$ cat src/hw/rtl/nlss_pkg.sv
// Shared types and constants for the nearest lower symbol search block.
`timescale 1ns / 1ps
package nlss_pkg;

  // Fixed field widths.
  localparam int INDEX_W = 10;
  localparam int COUNT_W = 11;
  localparam int ADDR_W  = 32;
  localparam int TYPE_W  = 8;
  localparam int DIST_W  = 31;

  // Distance reported when no symbol matches.
  localparam logic [DIST_W-1:0] NO_MATCH_DISTANCE = 31'h7FFF_FFFF;

  // Operation codes.
  localparam logic OP_WRITE = 1'b0;
  localparam logic OP_QUERY = 1'b1;

  // Configuration register indexes and reset values.
  localparam logic [1:0] REG_ENTRY_COUNT   = 2'd0;
  localparam logic [1:0] REG_DEBUG_MASK    = 2'd1;
  localparam logic [1:0] REG_EXTERNAL_MASK = 2'd2;
  localparam logic [COUNT_W-1:0] ENTRY_COUNT_RESET   = 11'd0;
  localparam logic [TYPE_W-1:0]  DEBUG_MASK_RESET    = 8'd224;
  localparam logic [TYPE_W-1:0]  EXTERNAL_MASK_RESET = 8'd1;

  // APB address width: three registers, read back as 32-bit words, at byte offsets 0, 4 and 8.
  localparam int PADDR_W = 4;

  // One stored table entry.
  typedef struct packed {
    logic [ADDR_W-1:0] addr;
    logic [TYPE_W-1:0] sym_type;
    logic              named;
  } entry_t;

  // Configuration seen by the scan logic.
  typedef struct packed {
    logic [COUNT_W-1:0] entry_count;
    logic [TYPE_W-1:0]  debug_type_mask;
    logic [TYPE_W-1:0]  external_type_mask;
  } cfg_t;

  // Sequencer states.
  typedef enum logic [1:0] {
    S_IDLE,
    S_SCAN,
    S_DONE
  } state_t;

endpackage

$ cat src/hw/rtl/nlss_cfg_regs.sv
// APB configuration registers of the symbol search block.
`timescale 1ns / 1ps
module nlss_cfg_regs (
  input  logic                           clk,
  input  logic                           rst,
  input  logic                           psel,
  input  logic                           penable,
  input  logic                           pwrite,
  input  logic [nlss_pkg::PADDR_W-1:0]   paddr,
  input  logic [31:0]                    pwdata,
  output logic [31:0]                    prdata,
  output logic                           pready,
  output nlss_pkg::cfg_t                 cfg
);
  import nlss_pkg::*;

  logic       wr_en;
  logic [1:0] reg_idx;

  assign pready  = 1'b1;
  assign wr_en   = psel && penable && pwrite;
  assign reg_idx = paddr[3:2];

  // Register writes.
  always_ff @(posedge clk) begin
    if (rst) begin
      cfg.entry_count        <= ENTRY_COUNT_RESET;
      cfg.debug_type_mask    <= DEBUG_MASK_RESET;
      cfg.external_type_mask <= EXTERNAL_MASK_RESET;
    end else if (wr_en) begin
      case (reg_idx)
        REG_ENTRY_COUNT:   cfg.entry_count        <= pwdata[COUNT_W-1:0];
        REG_DEBUG_MASK:    cfg.debug_type_mask    <= pwdata[TYPE_W-1:0];
        REG_EXTERNAL_MASK: cfg.external_type_mask <= pwdata[TYPE_W-1:0];
        default: ;
      endcase
    end
  end

  // Read back.
  always_comb begin
    prdata = '0;
    case (reg_idx)
      REG_ENTRY_COUNT:   prdata = 32'(cfg.entry_count);
      REG_DEBUG_MASK:    prdata = 32'(cfg.debug_type_mask);
      REG_EXTERNAL_MASK: prdata = 32'(cfg.external_type_mask);
      default:           prdata = '0;
    endcase
  end

endmodule

$ cat config.mk
export PLATFORM = sky130hd
export DESIGN_NAME = nlss_cfg_regs
export DESIGN_NICKNAME = d
export VERILOG_FILES = /design/src/hw/rtl/nlss_pkg.sv /design/src/hw/rtl/nlss_cfg_regs.sv
export SDC_FILE = /design/constraint.sdc
export NUM_CORES = 1
export LEC_CHECK = 0
export CAP_MARGIN = 20
export CORE_MARGIN = 2
export CORE_UTILIZATION = 56
export CTS_BUF_LIST = sky130_fd_sc_hd__clkbuf_16
export CTS_CLUSTER_DIAMETER = 30
export DETAILED_ROUTE_END_ITERATION = 16
export DONT_BUFFER_PORTS = 1
export PLACE_DENSITY = 0.79
export SYNTH_ARGS = -nofsm -noshare
export SYNTH_HDL_FRONTEND = slang
export SYNTH_SLANG_ARGS = --single-unit
$ cat constraint.sdc
create_clock -name clk -period 1.1 [get_ports clk]
set_clock_uncertainty 0.15 [all_clocks]
set_input_delay 0.165 -clock clk [delete_from_list [all_inputs] [get_ports clk]]
set_output_delay 0.165 -clock clk [all_outputs]
set_load 0.005 [all_outputs]
[Word-level counts from Yosys, hierarchy flattened]
Index checks and enable logic that the tools add are counted.
Word-level totals
  register bits after elaboration: 27
  bits in latches: 0
  RAM bits: 0
  bits in read-only memories: 0
  logic and storage cells: 12
  memories: 0
Cells by class
  add/subtract/negate cells: 0
  $mul: 0
  div/mod/pow operators: 0
  order comparisons: 0
  equal/unequal tests: 2
  shift-type cells: 0
  multiplexer cells: 1
  bitwise logic cells: 0
  reduce and logical (&&, ||, !) cells: 6
Operators by type and width (number)
  one-hot mux 11 bit (3 select lines): 1
  AND reduction 2 bit: 3
  == test 2 x 1 -> 1 bit, second input constant: 1
  == test 2 bit, second input constant: 1
  logical AND 1 bit: 2
  zero test 2 bit: 1

[Logic depth before layout (Yosys ltp)]
Gate-level depths: netlist of run 1.
  depth in word-level cells: 3
  depth in mapped cells: 6
  mapped depth without buffers: 3

[Worst setup path before layout of run 1]
Ideal clock, no wire load.
  path type: input-to-reg
  from: input port paddr[3] (netlist name)
  to: register cfg[10] (netlist name)
  library setup time: 0.072 ns
  arrival: 0.985 ns
  setup slack: -0.107 ns
  cell stages on the path: 6
  cell sequence: buf_2 nor2b_1 buf_4 and2_1 buf_4 mux2i_1
On the way
  word-level cells in the longest chain between the ends: 2
RTL lines
  from (decl): RTL line nlss_cfg_regs.sv:9  | input logic [nlss_pkg::PADDR_W-1:0] paddr,
  == test 2 x 1 -> 1 bit: RTL line nlss_cfg_regs.sv:31  | case (reg_idx)
  AND reduction 2 bit (no source line)
  to (decl): RTL line nlss_cfg_regs.sv:13  | output nlss_pkg::cfg_t cfg
No other way between the ends.
A chain may end at the register's enable or synchronous reset.

[Worst setup path after layout of run 1]
  from: register cfg[20] (netlist name)
  to: output port prdata[4]
On the way
  word-level cells in the longest chain between the ends: 1
RTL lines
  one-hot mux 11 bit (3 select lines): RTL line nlss_cfg_regs.sv:43  | case (reg_idx)
  to (decl): RTL line nlss_cfg_regs.sv:11  | output logic [31:0] prdata,
No other way between the ends.

==> results of run 1 <==
-- worst max path at each step --
stage | from | endpoint | slack, ns | cells past startpoint
2_1_floorplan | paddr[3] | cfg[10] | -0.05 | 6
3_3_place_gp | pwrite | cfg[4] | -0.04 | 3
3_5_place_dp | pwrite | cfg[2] | -0.07 | 3
4_1_cts | cfg[20] | prdata[4] | -0.10 | 2
5_1_grt | cfg[5] | prdata[5] | -0.12 | 2
6_report | cfg[20] | prdata[4] | -0.08 | 2
-- cells by family (layout without fill, tap and decap cells) --
family,Yosys count,count (layout),synth area share
AND/OR/NAND/NOR,58,58,0.218
multiplexers,32,32,0.216
buffers and inverters,32,18,0.144
flip-flops,27,27,0.365
AO/OA/AOI/OAI,14,14,0.0523
other,2,22,0.00507
-- worst register-to-register path, cell delays in order (launching register included) --
cell	delay (ns)
dfxtp_2	0.32
buf_4	0.13
nand2b_1	0.06
mux2i_1	0.06
-- cell usage in the layout (no fill, tap or decap) --
master / netlist / routed
a21oi_1: 3 / 3
and2_1: 4 / 3
and2_4: 0 / 1
and3_1: 1 / 1
buf_4: 24 / 10
clkbuf_16: 0 / 3
clkinvlp_4: 0 / 1
conb_1: 2 / 22
dfxtp_1: 27 / 11
dfxtp_2: 0 / 16
dlygate4sd3_1: 0 / 4
mux2i_1: 32 / 32
nand2_1: 8 / 8
nand2_2: 1 / 1
nand2b_1: 28 / 28
nand3_1: 4 / 4
nand3b_1: 1 / 1
nor2_1: 9 / 8
nor2_2: 0 / 1
nor2b_1: 1 / 1
nor3b_2: 1 / 1
o21ai_1: 0 / 8
o31ai_1: 3 / 3
-- final cells by class --
class	instances	area (um2)	area share
multi-input cells	126	808	0.504
flip-flops and latches	27	561	0.349
repair buffers	14	115	0.0718
clock buffers	3	75.1	0.0468
well taps	30	37.5	0.0234
clock inverters	1	7.51	0.00468
-- power by group --
group / leakage (nW) / internal, mW / switching [mW] / total [mW]
Sequential: 0.225 / 0.991 / 0.0113 / 1.00
Clock: 0.0371 / 0.495 / 0.351 / 0.845
Combinational: 0.434 / 0.0724 / 0.0716 / 0.144
-- repair_timing --
item / 4_1_cts / 5_1_grt
endpoints found under the setup margin: 9 / 10
pin swaps: 2 / 2
gates resized for setup: 22 / 2
endpoints found under the hold margin: 27 / 27
-- per-layer routing --
layer,track usage,up-vias
li1,-,513
met1,0.204,497
met2,0.354,52
met3,0.0703,4
met4,0.0523,0
met5,0,-
-- metrics by stage --
stage / instance area [um2] / utilization / power [mW] / setup slack, ns / hold WS, ns
final: 1600 / 0.642 / 1.99 / -0.0753 / -0.192
after global routing: 1600 / 0.642 / 2.07 / -0.124 / -0.197
after floorplan: 1580 / - / 1.21 / -0.0545 / 0.163
after detailed placement: 1460 / 0.585 / 1.15 / -0.0670 / 0.0935
after global placement: 1460 / 0.585 / 1.15 / -0.0372 / 0.0880
after CTS: 1600 / 0.641 / 2.00 / -0.100 / -0.193
==> flow_summary.toml, run 1 <==
[critical_path]
start_kind = "register"
r2r_start = "cfg[22]"
critPathTopFamily = "flip-flops"
max_stage_delay_ns = 0.35
crit_required_ns = 0.78
crit_arrival_ns = 0.86
critical_path_buf_inv_count = 0
r2r_slack_ns = 0.25
cp-end-kind = "output pin"
crit_type = "reg -> out"
r2r_end = "cfg[22]"
cp_max_fo = 3
reg2reg_depth = 3
crit_chain = "mux2i_1 -> o21ai_1"
crit_slowest_cell = "dfxtp_2"

[yosys]
synth_cell_types = 20
synth_area_um2 = 1480
synth_edf_count = 0
synthFlopType = "dfxtp_1"
ys_seq_elements = 27
seq_area_frac_synth = 0.365
yosys_warnings = 0
synthTopCellsByArea = "dfxtp_1 36%, mux2i_1 22%, buf_4 12%"
yosysMostFrequentCell = "mux2i_1"
synth_top_cell_area_share = 0.365
syn_area_per_cell_um2 = 8.99
synthCells = 165
synth_common_cells = "32 x mux2i_1, 28 x nand2b_1, 27 x dfxtp_1"
synth_largest_area_cell = "dfxtp_1"
ys_async_sr_fraction = 0

[route]
wl_per_cell_um = 15.1
via_count = 1066
dr_wl_met2_um = 1610
drtAntennaViolNets = 0
met1_length_um = 1170
drc = 0
top_layer = "met4"
via_per_inst = 5.30
dr.pass1.iters = 5
dr_wl_met3_um = 232
drt_iter0_markers = 19
finalWirelength_um = 3050

[worst_hold_path]
worstHoldEndpoint = "cfg[26]"
whs_path_depth = 1
hold_class = "in -> reg"
hold_start = "rst"

[die]
initial_core_util = 0.593
dieArea_um2 = 3080
core_region_area_um2 = 2500
placementRows = 18
die_y_um = 55.5
dieWidth_um = 55.5
ios = 101

[cts]
hold_buffers = 4
cts.sink_count = 27
cts_buffers = 3
clkTransAtPathRegs_ns = 0.07
cts-htree-levels = 1
cts_tree = "done"
cts_buffer_depth = 2
insertion_delay_ns = 0.26
post_cts_buffers = 0
ctsRootBufferMaster = "clkbuf_16"

[placed_design]
hpwlAfterDp_um = 2130
gp_congestion = 0.775
io_buffers = 0
dp.cells = 193

[final_layout]
layout.nets = 213
reg.largest.list = "cfg: 27 flops"
largest_reg_flops = 27
area_growth_pct = 8.19
num_antenna_cells = 0
fin_cells = 201
regMostFlops = "cfg"
fillerInstances = 218
drive_above_1_share = 0.199

[sta]
hold_violations = 27
setup_viol_count_final = 8
fmax_mhz = 851
setup_slack_ns = -0.0753
fin_crit_sh = 1.07
grt_setup_unrepaired = "true"
holdWs_ns = -0.192
slew_viol_final = 0
fin_tns_setup_ns = -0.455
period_minus_slack_ns = 1.18

[pwr]
ir_drop_v = 0.00114
powerDensity_nw_per_um2 = 1240
power.leakage_nw = 0.696

[grt]
grt_antenna_before_repair = 0
grt_overflow = 0
grt_usage = 0.192
grt_max_degree = 40
grt_pass1_wl_um = 4710
grt_pass1_vias = 1010

[status]
violations = "negative hold slack, negative setup slack"
outcome = "finished, violations left"

[run]
max_cap_viol_count = 0
No activity file was read; power rests on OpenSTA's default activity.
==> run 2: changes to the inputs <==
Settings changed: CORE_UTILIZATION 56 to 60, PLACE_DENSITY 0.79 to 0.81.
Clock period 1.1 ns to 1.5 ns, I/O delays scaled along.
==> flow_summary.toml, run 2 (synthesized netlist as in run 1, its figures left out) <==
[status]
outcome = "finished, violations left"
violations = "negative hold slack"

[final_layout]
area_growth_pct = 7.59
multi_input_area_um2 = 803
drive_above_1_share = 0.0640
fillerInstances = 204
regMostFlops = "cfg"
ff_latch_area_um2 = 541
reg.largest.list = "cfg: 27 flops"
num_antenna_cells = 0
layout.nets = 214
largest_reg_flops = 27
final_common_cell = "mux2i_1"
layout_common_cells = "32 x mux2i_1, 28 x nand2b_1, 27 x dfxtp_1"
fin_cells = 202

[cts]
cts-htree-levels = 1
cts_resized = 0
cts_buffers = 3
hold_buffers = 8
insertion_delay_ns = 0.26
cts_buffer_depth = 2
clkTransAtPathRegs_ns = 0.07
cts.sink_count = 27
ctsRootBufferMaster = "clkbuf_16"
post_cts_buffers = 0
cts_tree = "done"

[die]
dieArea_um2 = 2880
placementRows = 18
die_y_um = 53.7
core_region_area_um2 = 2410
dieWidth_um = 53.7
ios = 101
initial_core_util = 0.615

[sta]
worst_slew_pin_slew_ns = 0.529
hold_violations = 1
setup_viol_count_final = 0
holdWs_ns = -0.000157
fin_tns_setup_ns = 0
grt_setup_unrepaired = "false"
fin_crit_sh = 0.898
slew_viol_final = 0
fmax_mhz = 743
period_minus_slack_ns = 1.35
max_slew_margin = 0.646

[grt]
grt_pass1_wl_um = 4550
grt_overflow = 0
grt_max_degree = 28
grt_pass1_vias = 1017
grt_usage = 0.222
grt_antenna_before_repair = 0

[critical_path]
crit_type = "reg -> out"
crit_required_ns = 1.12
critical_path_buf_inv_count = 0
cp_max_fo = 3
crit_chain = "mux2i_1 -> o21ai_0"
critPathTopFamily = "flip-flops"
cp-end-kind = "output pin"
start_kind = "register"
crit_arrival_ns = 0.97
crit_slowest_cell = "dfxtp_1"
max_stage_delay_ns = 0.38

[pwr]
powerDensity_nw_per_um2 = 909
ir_drop_v = 0.000713
total_power_mw = 1.45
power.leakage_nw = 0.694

[route]
drtAntennaViolNets = 0
wl_per_cell_um = 15.2
finalWirelength_um = 3070
dr.pass1.iters = 4
drc = 0
drt_iter0_markers = 6
via_count = 1089
via_per_inst = 5.39

[placed_design]
dp.cells = 189
gp_congestion = 0.603
hpwlAfterDp_um = 2040
io_buffers = 0

[worst_hold_path]
hold_class = "in -> reg"

[run]
max_cap_viol_count = 0
run 2: changes by cell type in the layout (fill, tap and decap cells not counted), moves of 4 or more:
cell	delta
dfxtp_1	+16
o21ai_0	+8
dlygate4sd3_1	+5
dfxtp_2	-16
buf_4	-4
o21ai_1	-8
run 2: cell type report:
| cell class | instances | area share |
|---|---|---|
| tap | 30 | 0.0235 |
| timing repair buffer | 15 | 0.0847 |
| sequential | 27 | 0.339 |
| clock inverter | 1 | 0.00235 |
| clock buffer | 3 | 0.0471 |
| multi-input combinational | 126 | 0.504 |
run 2: layer usage:
layer | vias to the layer above | part of all wire | track usage
li1 | 511 | - | -
met1 | 524 | 0.42 | 0.248
met2 | 52 | 0.51 | 0.398
met3 | 2 | 0.068 | 0.0639
met4 | 0 | 0.0055 | 0.0726
met5 | - | 0 | 0
run 2: worst reg2reg max path, delay by kind of cell (launching register included):
| kind | cells | cell delay (ns) |
|---|---|---|
| DFF | 1 | 0.37 |
| and+or+nand+nor | 1 | 0.08 |
| muxes | 1 | 0.16 |
run 2: where the power goes:
part	switching [mW]	total, mW	internal [mW]
Sequential	0.00922	0.735	0.726
Clock	0.243	0.600	0.357
Combinational	0.0572	0.115	0.0575
run 2: final timing paths:
check                                from  depth (start not counted)         to  slack, ns
worst min-delay path            pwdata[6]                          2    cfg[14]    -0.0002
worst max register to register    cfg[19]                          2    cfg[19]       0.67
worst min register to register    cfg[26]                          2    cfg[26]       0.35
worst max-delay path              cfg[20]                          2  prdata[4]       0.15
run 2: stage by stage:
| stage | util | cell area (um2) | setup WS [ns] | hold WS [ns] |
|---|---|---|---|---|
| finish | 0.662 | 1600 | 0.154 | -0.000157 |
| global route | 0.662 | 1600 | 0.0993 | 0.00134 |
| CTS | 0.658 | 1590 | 0.155 | 0.000437 |
| detailed placement | 0.592 | 1430 | 0.227 | 0.149 |
| global placement | 0.592 | 1430 | 0.257 | 0.147 |
| floorplan | - | 1560 | 0.233 | 0.223 |
==> run 3: changes to the inputs <==
Settings changed: CORE_UTILIZATION 60 to 55, GPL_TIMING_DRIVEN set to 0, PLACE_DENSITY 0.81 to 0.75.
==> flow_summary.toml, run 3 (synthesized netlist as in run 1, its figures left out) <==
[die]
die_y_um = 55.9
core_region_area_um2 = 2520
initial_core_util = 0.588
placementRows = 18
ios = 101
dieArea_um2 = 3130
dieWidth_um = 55.9

[grt]
grt_max_degree = 15
grt_overflow = 0
grt_antenna_before_repair = 0
grt_pass1_wl_um = 5460
grt_usage = 0.221
grt_pass1_vias = 1156

[placed_design]
dpl_cell_area_um2 = 1600
gp_congestion = 0.732
hpwlAfterDp_um = 2400
io_buffers = 0

[cts]
ctsRootBufferMaster = "clkbuf_16"
cts-htree-levels = 1
cts_buffers = 3
insertion_delay_ns = 0.26
cts_buffer_depth = 2
cts.sink_count = 27
cts_tree = "done"
post_cts_buffers = 0
clkTransAtPathRegs_ns = 0.06

[final_layout]
finish.utilization = 0.692
num_antenna_cells = 0
layout_common_cells = "32 x mux2i_1, 28 x nand2b_1, 27 x dfxtp_1"
reg.largest.list = "cfg: 27 flops"
layout.nets = 238
drive_above_1_share = 0.163
fin_area_um2 = 1750
final_common_cell = "mux2i_1"
largest_reg_flops = 27
area_growth_pct = 17.8
regMostFlops = "cfg"

[route]
drc = 0
dr.pass1.iters = 4
drt_iter0_markers = 40
wl_per_cell_um = 14.7
via_count = 1133
finalWirelength_um = 3310
drtAntennaViolNets = 0
via_per_inst = 5.01

[sta]
fin_crit_sh = 0.907
slew_viol_final = 0
fin_tns_setup_ns = 0
hold_violations = 0
fmax_mhz = 735
grt_setup_unrepaired = "false"
holdWs_ns = 0.000577
setup_viol_count_final = 0
period_minus_slack_ns = 1.36

[pwr]
pwr-share-comb = 0.118
p_clk_frac = 0.392
swShare = 0.218
internal_power_mw = 1.17
powerDensity_nw_per_um2 = 860
pwr-share-seq = 0.490
ir_drop_v = 0.000670
total_power_mw = 1.50
p_sw_mw = 0.327
power.leakage_nw = 0.802

[critical_path]
crit_arrival_ns = 0.98
r2r_slack_ns = 0.67
crit_type = "in -> out"
cp-end-kind = "output pin"
crit_required_ns = 1.12
r2r_end = "cfg[24]"
reg2reg_depth = 2
r2r_start = "cfg[24]"
cp_max_fo = 10
start_kind = "input pin"

[worst_hold_path]
hold_start = "pwdata[5]"
hold_class = "in -> reg"
whs_path_depth = 2
worstHoldEndpoint = "cfg[5]"

[run]
max_cap_viol_count = 0

[status]
outcome = "finished clean"
==> run 3: cell types whose count changed in the layout (fill, tap and decap cells not counted), sizes merged <==
cell         previous run  this run
buf                     6        25
clkbuf                  3        10
dlygate4sd3             9         7
==> run 3: layout make-up <==
type	instances	area [um2]
clock inverter	1	3.75
tap	30	37.5
timing repair buffer	7	70.1
buffer	32	216
clock buffer	3	75.1
multi-input combinational	126	803
fill	208	776
sequential	27	541
==> run 3: repair_timing <==
action                                 in CTS  in global routing
endpoints found under the hold margin       8                  0
setup endpoints to repair                   0                  2
gates resized for setup                     0                  1
hold buffers                                7                  0
==> run 3: worst max-delay path, cell delays in order <==
cell	delay (ns)
buf_2	0.15
clkbuf_4	0.27
mux2i_1	0.22
o21ai_0	0.12
==> run 3: power groups by stage <==
stage	sequential [mW]	clock, mW	combinational, mW
3_5_place_dp	0.752	0	0.160
5_1_grt	0.736	0.630	0.196
2_1_floorplan	0.749	0	0.136
6_report	0.736	0.588	0.178
3_3_place_gp	0.751	0	0.157
4_1_cts	0.736	0.604	0.174
==> run 3: routing by layer <==
metal | track usage | vias to the layer above | wire length (um)
met3 | 0.0698 | 2 | 278
met5 | 0 | - | 0
met2 | 0.398 | 58 | 1680
met1 | 0.260 | 512 | 1340
li1 | - | 561 | -
met4 | 0.0408 | 0 | 13
==> run 3: metrics by stage <==
step	cells	setup WS, ns
floorplan	185	0.233
global placement	215	0.0805
detailed placement	215	0.0334
CTS	226	0.0648
global route	226	0.0481
finish	226	0.140
==> run 3: worst max path at each step <==
| stage | from | endpoint | slack, ns | cells after the start |
|---|---|---|---|---|
| 5_1_grt | paddr[3] | prdata[2] | 0.05 | 4 |
| 3_3_place_gp | paddr[3] | prdata[2] | 0.08 | 4 |
| 2_1_floorplan | paddr[3] | cfg[10] | 0.23 | 6 |
| 6_report | paddr[3] | prdata[0] | 0.14 | 4 |
| 3_5_place_dp | rst | cfg[0] | 0.03 | 4 |
| 4_1_cts | paddr[3] | prdata[2] | 0.06 | 4 |
