$ cat config.mk
export PLATFORM = sky130hd
export DESIGN_NAME = nlss_scan_flat
export DESIGN_NICKNAME = d
export VERILOG_FILES = /design/src/hw/rtl/nlss_pkg.sv /design/src/hw/rtl/nlss_if.sv /design/src/hw/rtl/nlss_scan.sv /design/src/flat_wrapper.sv
export SDC_FILE = /design/constraint.sdc
export NUM_CORES = 1
export LEC_CHECK = 0
export BUFFER_PORTS_ARGS = -buffer_cell sky130_fd_sc_hd__buf_2
export CORE_UTILIZATION = 57
export DETAILED_ROUTE_END_ITERATION = 7
export PLACE_DENSITY = 0.85
export SYNTH_ARGS = -nofsm -noshare
export SYNTH_HDL_FRONTEND = slang
export SYNTH_SLANG_ARGS = --single-unit
$ cat constraint.sdc
create_clock -name clk -period 8.2 [get_ports clk]
set_clock_uncertainty 0.15 [all_clocks]
set_input_delay 1.64 -clock clk [delete_from_list [all_inputs] [get_ports clk]]
set_output_delay 1.64 -clock clk [all_outputs]
set_load 0.01 [all_outputs]
$ cat src/hw/rtl/nlss_pkg.sv
// Shared types and constants for the nearest lower symbol search block.
`timescale 1ns / 1ps
package nlss_pkg;

  // Fixed field widths.
  localparam int INDEX_W = 10;
  localparam int COUNT_W = 11;
  localparam int ADDR_W  = 32;
  localparam int TYPE_W  = 8;
  localparam int DIST_W  = 31;

  // Distance reported when no symbol matches.
  localparam logic [DIST_W-1:0] NO_MATCH_DISTANCE = 31'h7FFF_FFFF;

  // Operation codes.
  localparam logic OP_WRITE = 1'b0;
  localparam logic OP_QUERY = 1'b1;

  // Configuration register indexes and reset values.
  localparam logic [1:0] REG_ENTRY_COUNT   = 2'd0;
  localparam logic [1:0] REG_DEBUG_MASK    = 2'd1;
  localparam logic [1:0] REG_EXTERNAL_MASK = 2'd2;
  localparam logic [COUNT_W-1:0] ENTRY_COUNT_RESET   = 11'd0;
  localparam logic [TYPE_W-1:0]  DEBUG_MASK_RESET    = 8'd224;
  localparam logic [TYPE_W-1:0]  EXTERNAL_MASK_RESET = 8'd1;

  // APB address width: three registers, read back as 32-bit words, at byte offsets 0, 4 and 8.
  localparam int PADDR_W = 4;

  // One stored table entry.
  typedef struct packed {
    logic [ADDR_W-1:0] addr;
    logic [TYPE_W-1:0] sym_type;
    logic              named;
  } entry_t;

  // Configuration seen by the scan logic.
  typedef struct packed {
    logic [COUNT_W-1:0] entry_count;
    logic [TYPE_W-1:0]  debug_type_mask;
    logic [TYPE_W-1:0]  external_type_mask;
  } cfg_t;

  // Sequencer states.
  typedef enum logic [1:0] {
    S_IDLE,
    S_SCAN,
    S_DONE
  } state_t;

endpackage

$ cat src/hw/rtl/nlss_if.sv
// Handshake channels for the request and result items.
`timescale 1ns / 1ps
interface nlss_req_if;
  logic        valid;
  logic        ready;
  logic        operation;
  logic [9:0]  entry_index;
  logic [31:0] entry_address;
  logic [7:0]  entry_type;
  logic        entry_named;
  logic [31:0] query_address;
  logic        symbols_disabled;

  modport source (
    output valid, operation, entry_index, entry_address, entry_type, entry_named,
           query_address, symbols_disabled,
    input  ready
  );
  modport sink (
    input  valid, operation, entry_index, entry_address, entry_type, entry_named,
           query_address, symbols_disabled,
    output ready
  );
endinterface

interface nlss_rsp_if;
  logic        valid;
  logic        ready;
  logic        found;
  logic [9:0]  match_index;
  logic [30:0] distance;

  modport source (output valid, found, match_index, distance, input ready);
  modport sink (input valid, found, match_index, distance, output ready);
endinterface

$ cat src/hw/rtl/nlss_scan.sv
// Sequencer that writes table entries and scans the table for a query.
`timescale 1ns / 1ps
module nlss_scan #(
  parameter int TABLE_DEPTH = 1024,
  parameter int AW          = 10,
  parameter int CW          = 11
) (
  input  logic              clk,
  input  logic              rst,
  input  nlss_pkg::cfg_t    cfg,
  nlss_req_if.sink          req,
  nlss_rsp_if.source        rsp,
  output logic              mem_we,
  output logic [AW-1:0]     mem_waddr,
  output nlss_pkg::entry_t  mem_wdata,
  output logic              mem_re,
  output logic [AW-1:0]     mem_raddr,
  input  nlss_pkg::entry_t  mem_rdata
);
  import nlss_pkg::*;

  state_t              state, state_next;
  logic                accept, accept_query, load_out, slot_ok;
  logic [CW-1:0]       used_in;
  logic [ADDR_W-1:0]   query;
  logic [CW-1:0]       used;
  logic [CW-1:0]       issue_cnt;
  logic                rd_pending;
  logic [AW-1:0]       rd_idx;
  logic                best_found;
  logic [AW-1:0]       best_idx;
  logic [DIST_W-1:0]   best_dist;
  logic                qual, hit;
  logic [ADDR_W-1:0]   diff;

  // Entries in use, clipped to the table depth.
  assign used_in = (32'(cfg.entry_count) < TABLE_DEPTH) ? CW'(cfg.entry_count)
                                                         : CW'(TABLE_DEPTH);
  assign slot_ok = 32'(req.entry_index) < TABLE_DEPTH;

  // Table write straight from an accepted write item.
  assign mem_waddr = AW'(32'(req.entry_index));
  assign mem_wdata = '{addr: req.entry_address, sym_type: req.entry_type,
                       named: req.entry_named};
  assign mem_raddr = issue_cnt[AW-1:0];

  assign accept       = req.valid && req.ready;
  assign accept_query = accept && (req.operation == OP_QUERY);

  // Candidate check on the entry read in the previous cycle.
  assign qual = mem_rdata.named
             && ((mem_rdata.sym_type & cfg.debug_type_mask) == '0)
             && ((mem_rdata.sym_type & cfg.external_type_mask) != '0)
             && mem_rdata.addr[ADDR_W-1];
  assign diff = query - mem_rdata.addr;
  assign hit  = rd_pending && qual && (query >= mem_rdata.addr)
             && (diff < {1'b0, best_dist});

  // State register.
  always_ff @(posedge clk) begin
    if (rst) begin
      state <= S_IDLE;
    end else begin
      state <= state_next;
    end
  end

  // Next state and control.
  always_comb begin
    state_next = state;
    req.ready  = 1'b0;
    mem_we     = 1'b0;
    mem_re     = 1'b0;
    load_out   = 1'b0;
    case (state)
      S_IDLE: begin
        req.ready = 1'b1;
        if (req.valid) begin
          if (req.operation == OP_WRITE) begin
            mem_we = slot_ok;
          end else if (req.symbols_disabled || (used_in == '0)) begin
            state_next = S_DONE;
          end else begin
            state_next = S_SCAN;
          end
        end
      end
      S_SCAN: begin
        mem_re = issue_cnt < used;
        if (!mem_re && !rd_pending) begin
          state_next = S_DONE;
        end
      end
      S_DONE: begin
        if (!rsp.valid || rsp.ready) begin
          load_out   = 1'b1;
          state_next = S_IDLE;
        end
      end
      default: state_next = S_IDLE;
    endcase
  end

  // Query payload, kept for the whole scan.
  always_ff @(posedge clk) begin
    if (accept_query) begin
      query <= req.query_address;
      used  <= used_in;
    end
    if (mem_re) begin
      rd_idx <= issue_cnt[AW-1:0];
    end
  end

  // Read sequencing and best candidate tracking.
  always_ff @(posedge clk) begin
    if (rst) begin
      issue_cnt  <= '0;
      rd_pending <= 1'b0;
      best_found <= 1'b0;
      best_idx   <= '0;
      best_dist  <= NO_MATCH_DISTANCE;
    end else if (accept_query) begin
      issue_cnt  <= '0;
      rd_pending <= 1'b0;
      best_found <= 1'b0;
      best_idx   <= '0;
      best_dist  <= NO_MATCH_DISTANCE;
    end else begin
      rd_pending <= mem_re;
      if (mem_re) begin
        issue_cnt <= issue_cnt + 1'b1;
      end
      if (hit) begin
        best_found <= 1'b1;
        best_idx   <= rd_idx;
        best_dist  <= diff[DIST_W-1:0];
      end
    end
  end

  // Output register.
  always_ff @(posedge clk) begin
    if (rst) begin
      rsp.valid <= 1'b0;
    end else if (load_out) begin
      rsp.valid <= 1'b1;
    end else if (rsp.ready) begin
      rsp.valid <= 1'b0;
    end
  end

  always_ff @(posedge clk) begin
    if (load_out) begin
      rsp.found       <= best_found;
      rsp.match_index <= INDEX_W'(32'(best_idx));
      rsp.distance    <= best_dist;
    end
  end

  // A read result only arrives while scanning.
  a_pending_in_scan: assert property (@(posedge clk) disable iff (rst)
    rd_pending |-> state == S_SCAN)
    else $error("table read data outside a scan");

  // The read counter never passes the number of used entries.
  a_issue_bound: assert property (@(posedge clk) disable iff (rst)
    state == S_SCAN |-> issue_cnt <= used)
    else $error("scan counter beyond used entries");

  // A missing match carries the fixed no-match answer.
  a_no_match: assert property (@(posedge clk) disable iff (rst)
    rsp.valid && !rsp.found |-> rsp.distance == NO_MATCH_DISTANCE
                                && rsp.match_index == '0)
    else $error("no-match result with stray fields");

  // A found symbol always lies strictly inside the distance limit.
  a_found_dist: assert property (@(posedge clk) disable iff (rst)
    best_found |-> best_dist != NO_MATCH_DISTANCE)
    else $error("found symbol at the distance limit");

  // A result is only loaded when the output register is free.
  a_no_overwrite: assert property (@(posedge clk) disable iff (rst)
    load_out |-> !rsp.valid || rsp.ready)
    else $error("result overwritten before it was taken");

endmodule

$ cat src/flat_wrapper.sv
// flat-port wrapper written by rule: the top's interface ports become plain ports
module nlss_scan_flat import nlss_pkg::*;
#(
  parameter int TABLE_DEPTH = 1024,
  parameter int AW          = 10,
  parameter int CW          = 11
)
  (clk, rst, cfg, mem_we, mem_waddr, mem_wdata, mem_re, mem_raddr, mem_rdata, req_valid, req_operation, req_entry_index, req_entry_address, req_entry_type, req_entry_named, req_query_address, req_symbols_disabled, req_ready, rsp_valid, rsp_found, rsp_match_index, rsp_distance, rsp_ready);
  nlss_req_if req_i ();
  nlss_rsp_if rsp_i ();
  input  logic clk;
  input  logic rst;
  input  nlss_pkg::cfg_t cfg;
  output logic mem_we;
  output logic [AW-1:0] mem_waddr;
  output nlss_pkg::entry_t mem_wdata;
  output logic mem_re;
  output logic [AW-1:0] mem_raddr;
  input  nlss_pkg::entry_t mem_rdata;
  input wire logic [$bits(req_i.valid)-1:0] req_valid;
  input wire logic [$bits(req_i.operation)-1:0] req_operation;
  input wire logic [$bits(req_i.entry_index)-1:0] req_entry_index;
  input wire logic [$bits(req_i.entry_address)-1:0] req_entry_address;
  input wire logic [$bits(req_i.entry_type)-1:0] req_entry_type;
  input wire logic [$bits(req_i.entry_named)-1:0] req_entry_named;
  input wire logic [$bits(req_i.query_address)-1:0] req_query_address;
  input wire logic [$bits(req_i.symbols_disabled)-1:0] req_symbols_disabled;
  output wire logic [$bits(req_i.ready)-1:0] req_ready;
  output wire logic [$bits(rsp_i.valid)-1:0] rsp_valid;
  output wire logic [$bits(rsp_i.found)-1:0] rsp_found;
  output wire logic [$bits(rsp_i.match_index)-1:0] rsp_match_index;
  output wire logic [$bits(rsp_i.distance)-1:0] rsp_distance;
  input wire logic [$bits(rsp_i.ready)-1:0] rsp_ready;
  assign req_i.valid = req_valid;
  assign req_i.operation = req_operation;
  assign req_i.entry_index = req_entry_index;
  assign req_i.entry_address = req_entry_address;
  assign req_i.entry_type = req_entry_type;
  assign req_i.entry_named = req_entry_named;
  assign req_i.query_address = req_query_address;
  assign req_i.symbols_disabled = req_symbols_disabled;
  assign req_ready = req_i.ready;
  assign rsp_valid = rsp_i.valid;
  assign rsp_found = rsp_i.found;
  assign rsp_match_index = rsp_i.match_index;
  assign rsp_distance = rsp_i.distance;
  assign rsp_i.ready = rsp_ready;
  nlss_scan #(.TABLE_DEPTH(TABLE_DEPTH), .AW(AW), .CW(CW)) u_core (.clk(clk), .rst(rst), .cfg(cfg), .req(req_i), .rsp(rsp_i), .mem_we(mem_we), .mem_waddr(mem_waddr), .mem_wdata(mem_wdata), .mem_re(mem_re), .mem_raddr(mem_raddr), .mem_rdata(mem_rdata));
endmodule
# After elaboration in Yosys (flattened, before gate mapping)
# Index checks and enable logic that the tools add are counted.
# totals
mem_bits_rw	0
in_bits	157
output_inout_bits	107
mem_bits_ro	0
wordCells	64
ff_bits	152
n_memories	0
latch_bits	0
# classes
n_bitwise	2
n_reduce_logical	21
div	0
addsub	2
magnitude_cmp	4
muxes	16
shifts	0
multipliers	0
eq_ne	6
# ops
operator	count
greater-or-equal comparator 32 bit	1
less-than comparator 32 x 31 -> 1 bit	1
subtractor 32 bit	1
bitwise AND 8 bit	2
adder 11 x 1 -> 11 bit (second input constant)	1
logical NOT 11 bit	1
less-than comparator 11 bit	1
less-than comparator 11 bit (second input constant)	1
2-to-1 mux 11 bit	1
2-to-1 mux 2 bit	5
logical AND 1 bit	9
2-to-1 mux 1 bit	9
logical NOT 8 bit	1
nonzero test 8 bit	1
one-hot mux 2 bit (3 select lines)	1
inequality test 2 x 1 -> 1 bit (second input constant)	2
inequality test 2 bit (second input constant)	2
AND reduction 4 bit	1
logical NOT 1 bit	3
== test 2 x 1 -> 1 bit (second input constant)	1
== test 2 bit (second input constant)	1
logical NOT 2 bit	1
logical OR 1 bit	2
nonzero test 2 bit	1
OR reduction 2 bit	1

# Depth between registers and ports, before layout
# depth
depth_word	8
mapped_depth	24
depth_no_buf	21

# Worst setup path before layout
# OpenSTA, ideal clock, no wires.
# synth_timing
kind	input to register
start	input port mem_rdata[11] in the netlist's numbering
end	register u_core.best_idx[5]
t_arrival_ps	5267
slack_ps	2712
stages	22
path_cell_list	inv_1 ha_1 nor2b_1 o31a_1 o211ai_1 a31oi_1 o21a_1 o31a_1 a221oi_1 xor2_1 inv_1 ha_1 nor3_1 nand4_1 a31oi_1 o221ai_1 a41oi_1 and3_1 buf_4 buf_2 nand3_1 a21oi_1
# synth_via
elab_chain_len	3
elab_cells_between_ends	5
cone_classes	1 x add/sub; 2 x order compare; 2 x reduce/logical
# synth_rtl
element	line	source
start: declaration	flat_wrapper.sv:19	input nlss_pkg::entry_t mem_rdata;
subtractor 32 bit	nlss_scan.sv:55	assign diff = query - mem_rdata.addr;
net u_core.diff[30]	nlss_scan.sv:34	logic [ADDR_W-1:0] diff;
less-than comparator 32 x 31 -> 1 bit	nlss_scan.sv:57	&& (diff < {1'b0, best_dist});
logical AND 1 bit	nlss_scan.sv:57	
end signal: assignment	nlss_scan.sv:136	best_idx <= rd_idx;
end: declaration	nlss_scan.sv:31	logic [AW-1:0] best_idx;
# The timed path passes the listed nets, and every way through them passes these cells.
# A chain may end at the register's enable or synchronous reset.

# Final worst setup path
# layout_timing
start	input port mem_rdata[10] in the netlist's numbering
end	register u_core.best_dist[16]
# layout_via
elab_chain_len	3
elab_cells_between_ends	5
cone_classes	1 x add/sub; 2 x order compare; 2 x reduce/logical
# layout_rtl
element	line	source
subtractor 32 bit	nlss_scan.sv:55	
net u_core.diff[29]	nlss_scan.sv:34	
less-than comparator 32 x 31 -> 1 bit	nlss_scan.sv:57	
logical AND 1 bit	nlss_scan.sv:57	
end signal: assignment	nlss_scan.sv:137	best_dist <= diff[DIST_W-1:0];
end: declaration	nlss_scan.sv:32	logic [DIST_W-1:0] best_dist;
# The timed path passes the listed nets, and every way through them passes these cells.

==> flow_metrics.env <==
export IMPL_critical_path_class="primary input to flop"
export IMPL_final_hold_violation_count=0
export IMPL_setup_viol=0
export IMPL_syn_area_sq_mm=0.00883
export IMPL_drtPass1Iterations=8
export IMPL_cts_buffer_depth=2
export IMPL_cp_end_kind="flop"
export IMPL_grt_usage=0.265
export IMPL_antenna_found_initial=0
export IMPL_irDropWorstVdd_v=0.000159
export IMPL_synth_ff_type="edfxtp_1"
export IMPL_cts_resized_gates=0
export IMPL_fin_util=0.653
export IMPL_ff2ff_setup_slack_ps=2630
export IMPL_drt_initial_drc_count=699
export IMPL_grt_first_pass_wirelength_um=32700
export IMPL_area_delta_synth_final_pct=12.0
export IMPL_cts_max_level=4
export IMPL_synth_edff_count=95
export IMPL_cts_sinks=152
export IMPL_post_route_period_util=0.795
export IMPL_dp_slack_ps=1360
export IMPL_cts_reportedPaths_clkPinSlew_ps=60
export IMPL_dpl_cell_area_sq_mm=0.00930
export IMPL_vias=7114
export IMPL_ys_seq_area_frac=0.452
export IMPL_wirelength_um=20300
export IMPL_grt_pass1_vias=6799
export IMPL_max_cap_violations=0
export IMPL_vias_per_cell=5.97
export IMPL_synth_largest_area_cell="edfxtp_1"
export IMPL_postCtsSetupBuffers=0
export IMPL_diodes=0
export IMPL_ios=264
export IMPL_dpl_hpwl_um=14700
export IMPL_cts_hold_buf=0
export IMPL_io_buffers=161
export IMPL_synthArstFlopShare=0
export IMPL_overflow=0
export IMPL_tightest_slew_ps=1210
export IMPL_synth_area_leaders="edfxtp_1 (32%), dfxtp_1 (13%), ha_1 (10%)"
export IMPL_drive_gt1_frac=0.205
export IMPL_yosysWarnings=0
export IMPL_leakage_nw=4.45
export IMPL_critPathArrivalTime_ps=6730
export IMPL_core_region_area_sq_mm=0.0151
export IMPL_cp_max_fo=23
export IMPL_wl_per_cell_um=17.1
export IMPL_root_buffer="clkbuf_16"
export IMPL_max_freq_ghz=0.153
export IMPL_hp_class="flop to flop"
export IMPL_drc=0
export IMPL_tns_ps=0
export IMPL_dieArea_sq_mm=0.0160
export IMPL_status="complete, no violations"
export IMPL_die_x_um=126
export IMPL_avgSynthCellArea_sq_um=9.81
export IMPL_seq_area_sq_mm=0.00399
export IMPL_start_util=0.583
export IMPL_fin_crit_ps=6520
export IMPL_rows=45
export IMPL_synth_cells=900
export IMPL_cts_made_buffers=17
export IMPL_start_kind="primary input"
export IMPL_syn_num_nets=1131
export IMPL_dieHeight_um=126
export IMPL_nFillCells=1157
export IMPL_cts_tree="done"
export IMPL_fin_nets=1222
export IMPL_globalplace_congestion=0.950
export IMPL_grt_max_degree=52
export IMPL_ys_ff_latch=152
export IMPL_clock_latency_ps=440
export IMPL_cellPowerDensity_mw_per_mm2=207
export IMPL_postLayoutCellArea_sq_mm=0.00989
export IMPL_relSlewSlack=0.194
export IMPL_synth_top_cell_area_share=0.323
export IMPL_required_ps=8410
export IMPL_grt_setup_unrepaired="no"
export IMPL_final_antenna_net_count=0
export IMPL_multi_input_area_sq_mm=0.00388
export IMPL_slew_violations=0
export IMPL_synthDistinctLibCells=57
export IMPL_setup_slack_ps=1680
## final timing paths
check / startpoint / end / depth (start not counted)
worst max-delay path: mem_rdata[10] / u_core.best_dist[16] / 23
worst min-delay path: u_core.best_idx[7] / u_core.rsp.match_index[7] / 0
worst max register to register: u_core.query[10] / u_core.best_dist[16] / 21
worst min register to register: u_core.best_idx[7] / u_core.rsp.match_index[7] / 0
## per-stage QoR
| step | hold WS [ps] | std cells | total power [mW] |
|---|---|---|---|
| 6_report | 276 | 1192 | 2.05 |
| 5_1_grt | 290 | 1192 | 2.13 |
| 4_1_cts | 280 | 1192 | 2.05 |
| 3_3_place_gp | 258 | 1160 | 1.27 |
| 3_5_place_dp | 264 | 1160 | 1.28 |
| 2_1_floorplan | 252 | 900 | 1.19 |
## critical path, stage by stage
cell       delay [ps]
buf_2             110
inv_1              40
ha_1              280
nor2b_1           180
o2111ai_1         210
a21oi_2           250
o21ai_2           110
a311oi_4          560
a2111oi_0         220
nor3_1            230
xnor2_1           190
inv_1              80
ha_1              300
a21o_1            180
nand2_1            80
nand4_1            80
a31oi_1           190
o221ai_1          140
a41oi_1           220
and3_1            800
buf_4             350
nand3_1           120
nand3_1           170
## area by class of cell
type	count	share of cell area
tap	188	0.0238
sequential	152	0.404
multi-input combinational	560	0.392
clock buffer	18	0.0444
inverter	95	0.0360
timing repair buffer	165	0.0845
clock inverter	14	0.0151
## sequential cells by signal, indices dropped and copies added (netlist names)
register	flops
u_core.rsp.distance	31
u_core.state	2
u_core.rsp.found	1
u_core.best_dist	31
u_core.rd_pending	1
u_core.used	11
u_core.best_idx	10
u_core.rsp.valid	1
u_core.rsp.match_index	10
u_core.best_found	1
u_core.rd_idx	10
u_core.query	32
u_core.issue_cnt	11
## cells in the mapped netlist (all sizes together) (13+ instances only)
cell type  number
edfxtp         95
inv            95
buf            76
ha             73
nand3          73
o21ai          64
dfxtp          57
a21oi          55
nand2          40
nor2           29
a21o           28
clkbuf         17
xnor2          17
nor2b          16
and3           13
## report_power, final
group | internal [mW] | total, mW | leakage, nW | switching (mW)
Combinational | 0.141 | 0.398 | 2.91 | 0.257
Sequential | 0.859 | 0.873 | 1.26 | 0.0143
Clock | 0.457 | 0.777 | 0.281 | 0.319
Total | 1.46 | 2.05 | 4.45 | 0.590
## per-layer routing
| metal | vias to the layer above | wire (um) | global-route usage |
|---|---|---|---|
| li1 | 3392 | - | - |
| met1 | 3322 | 8280 | 0.317 |
| met2 | 339 | 9880 | 0.446 |
| met3 | 61 | 1550 | 0.0734 |
| met4 | 0 | 646 | 0.118 |
| met5 | - | 0 | 0 |
## layout by cell type, fill, tap and decap left out, drive strengths merged, types with 6 or more instances in the layout
master / synthesis / layout
and3: 13 / 13
nor3: 11 / 11
nand2: 40 / 40
nor2: 29 / 29
a31oi: 8 / 8
o21a: 10 / 10
o211ai: 8 / 8
a21o: 28 / 28
a211oi: 8 / 8
nand4: 12 / 12
o21bai: 8 / 8
a21oi: 55 / 55
inv: 95 / 98
xor2: 8 / 8
clkinv: 0 / 6
ha: 73 / 73
xnor2: 17 / 17
or3: 6 / 6
a2111oi: 10 / 10
dfxtp: 57 / 57
nand3: 73 / 73
edfxtp: 95 / 95
buf: 76 / 165
o21ai: 64 / 64
nor2b: 16 / 16
mux2i: 10 / 10
nand2b: 6 / 6
clkbuf: 17 / 18
## kinds of logic after synthesis
logic type                 count (synthesis)  synth area share
AOI/OAI and AO/OA                        229             0.168
xor gates and xnor gates                  25            0.0248
adders and majority gates                 74             0.106
buffers and inverters                    188             0.109
DFF                                      152             0.452
muxes                                     10            0.0113
and+or+nand+nor                          222             0.128
(Power assumes the default switching activity.)
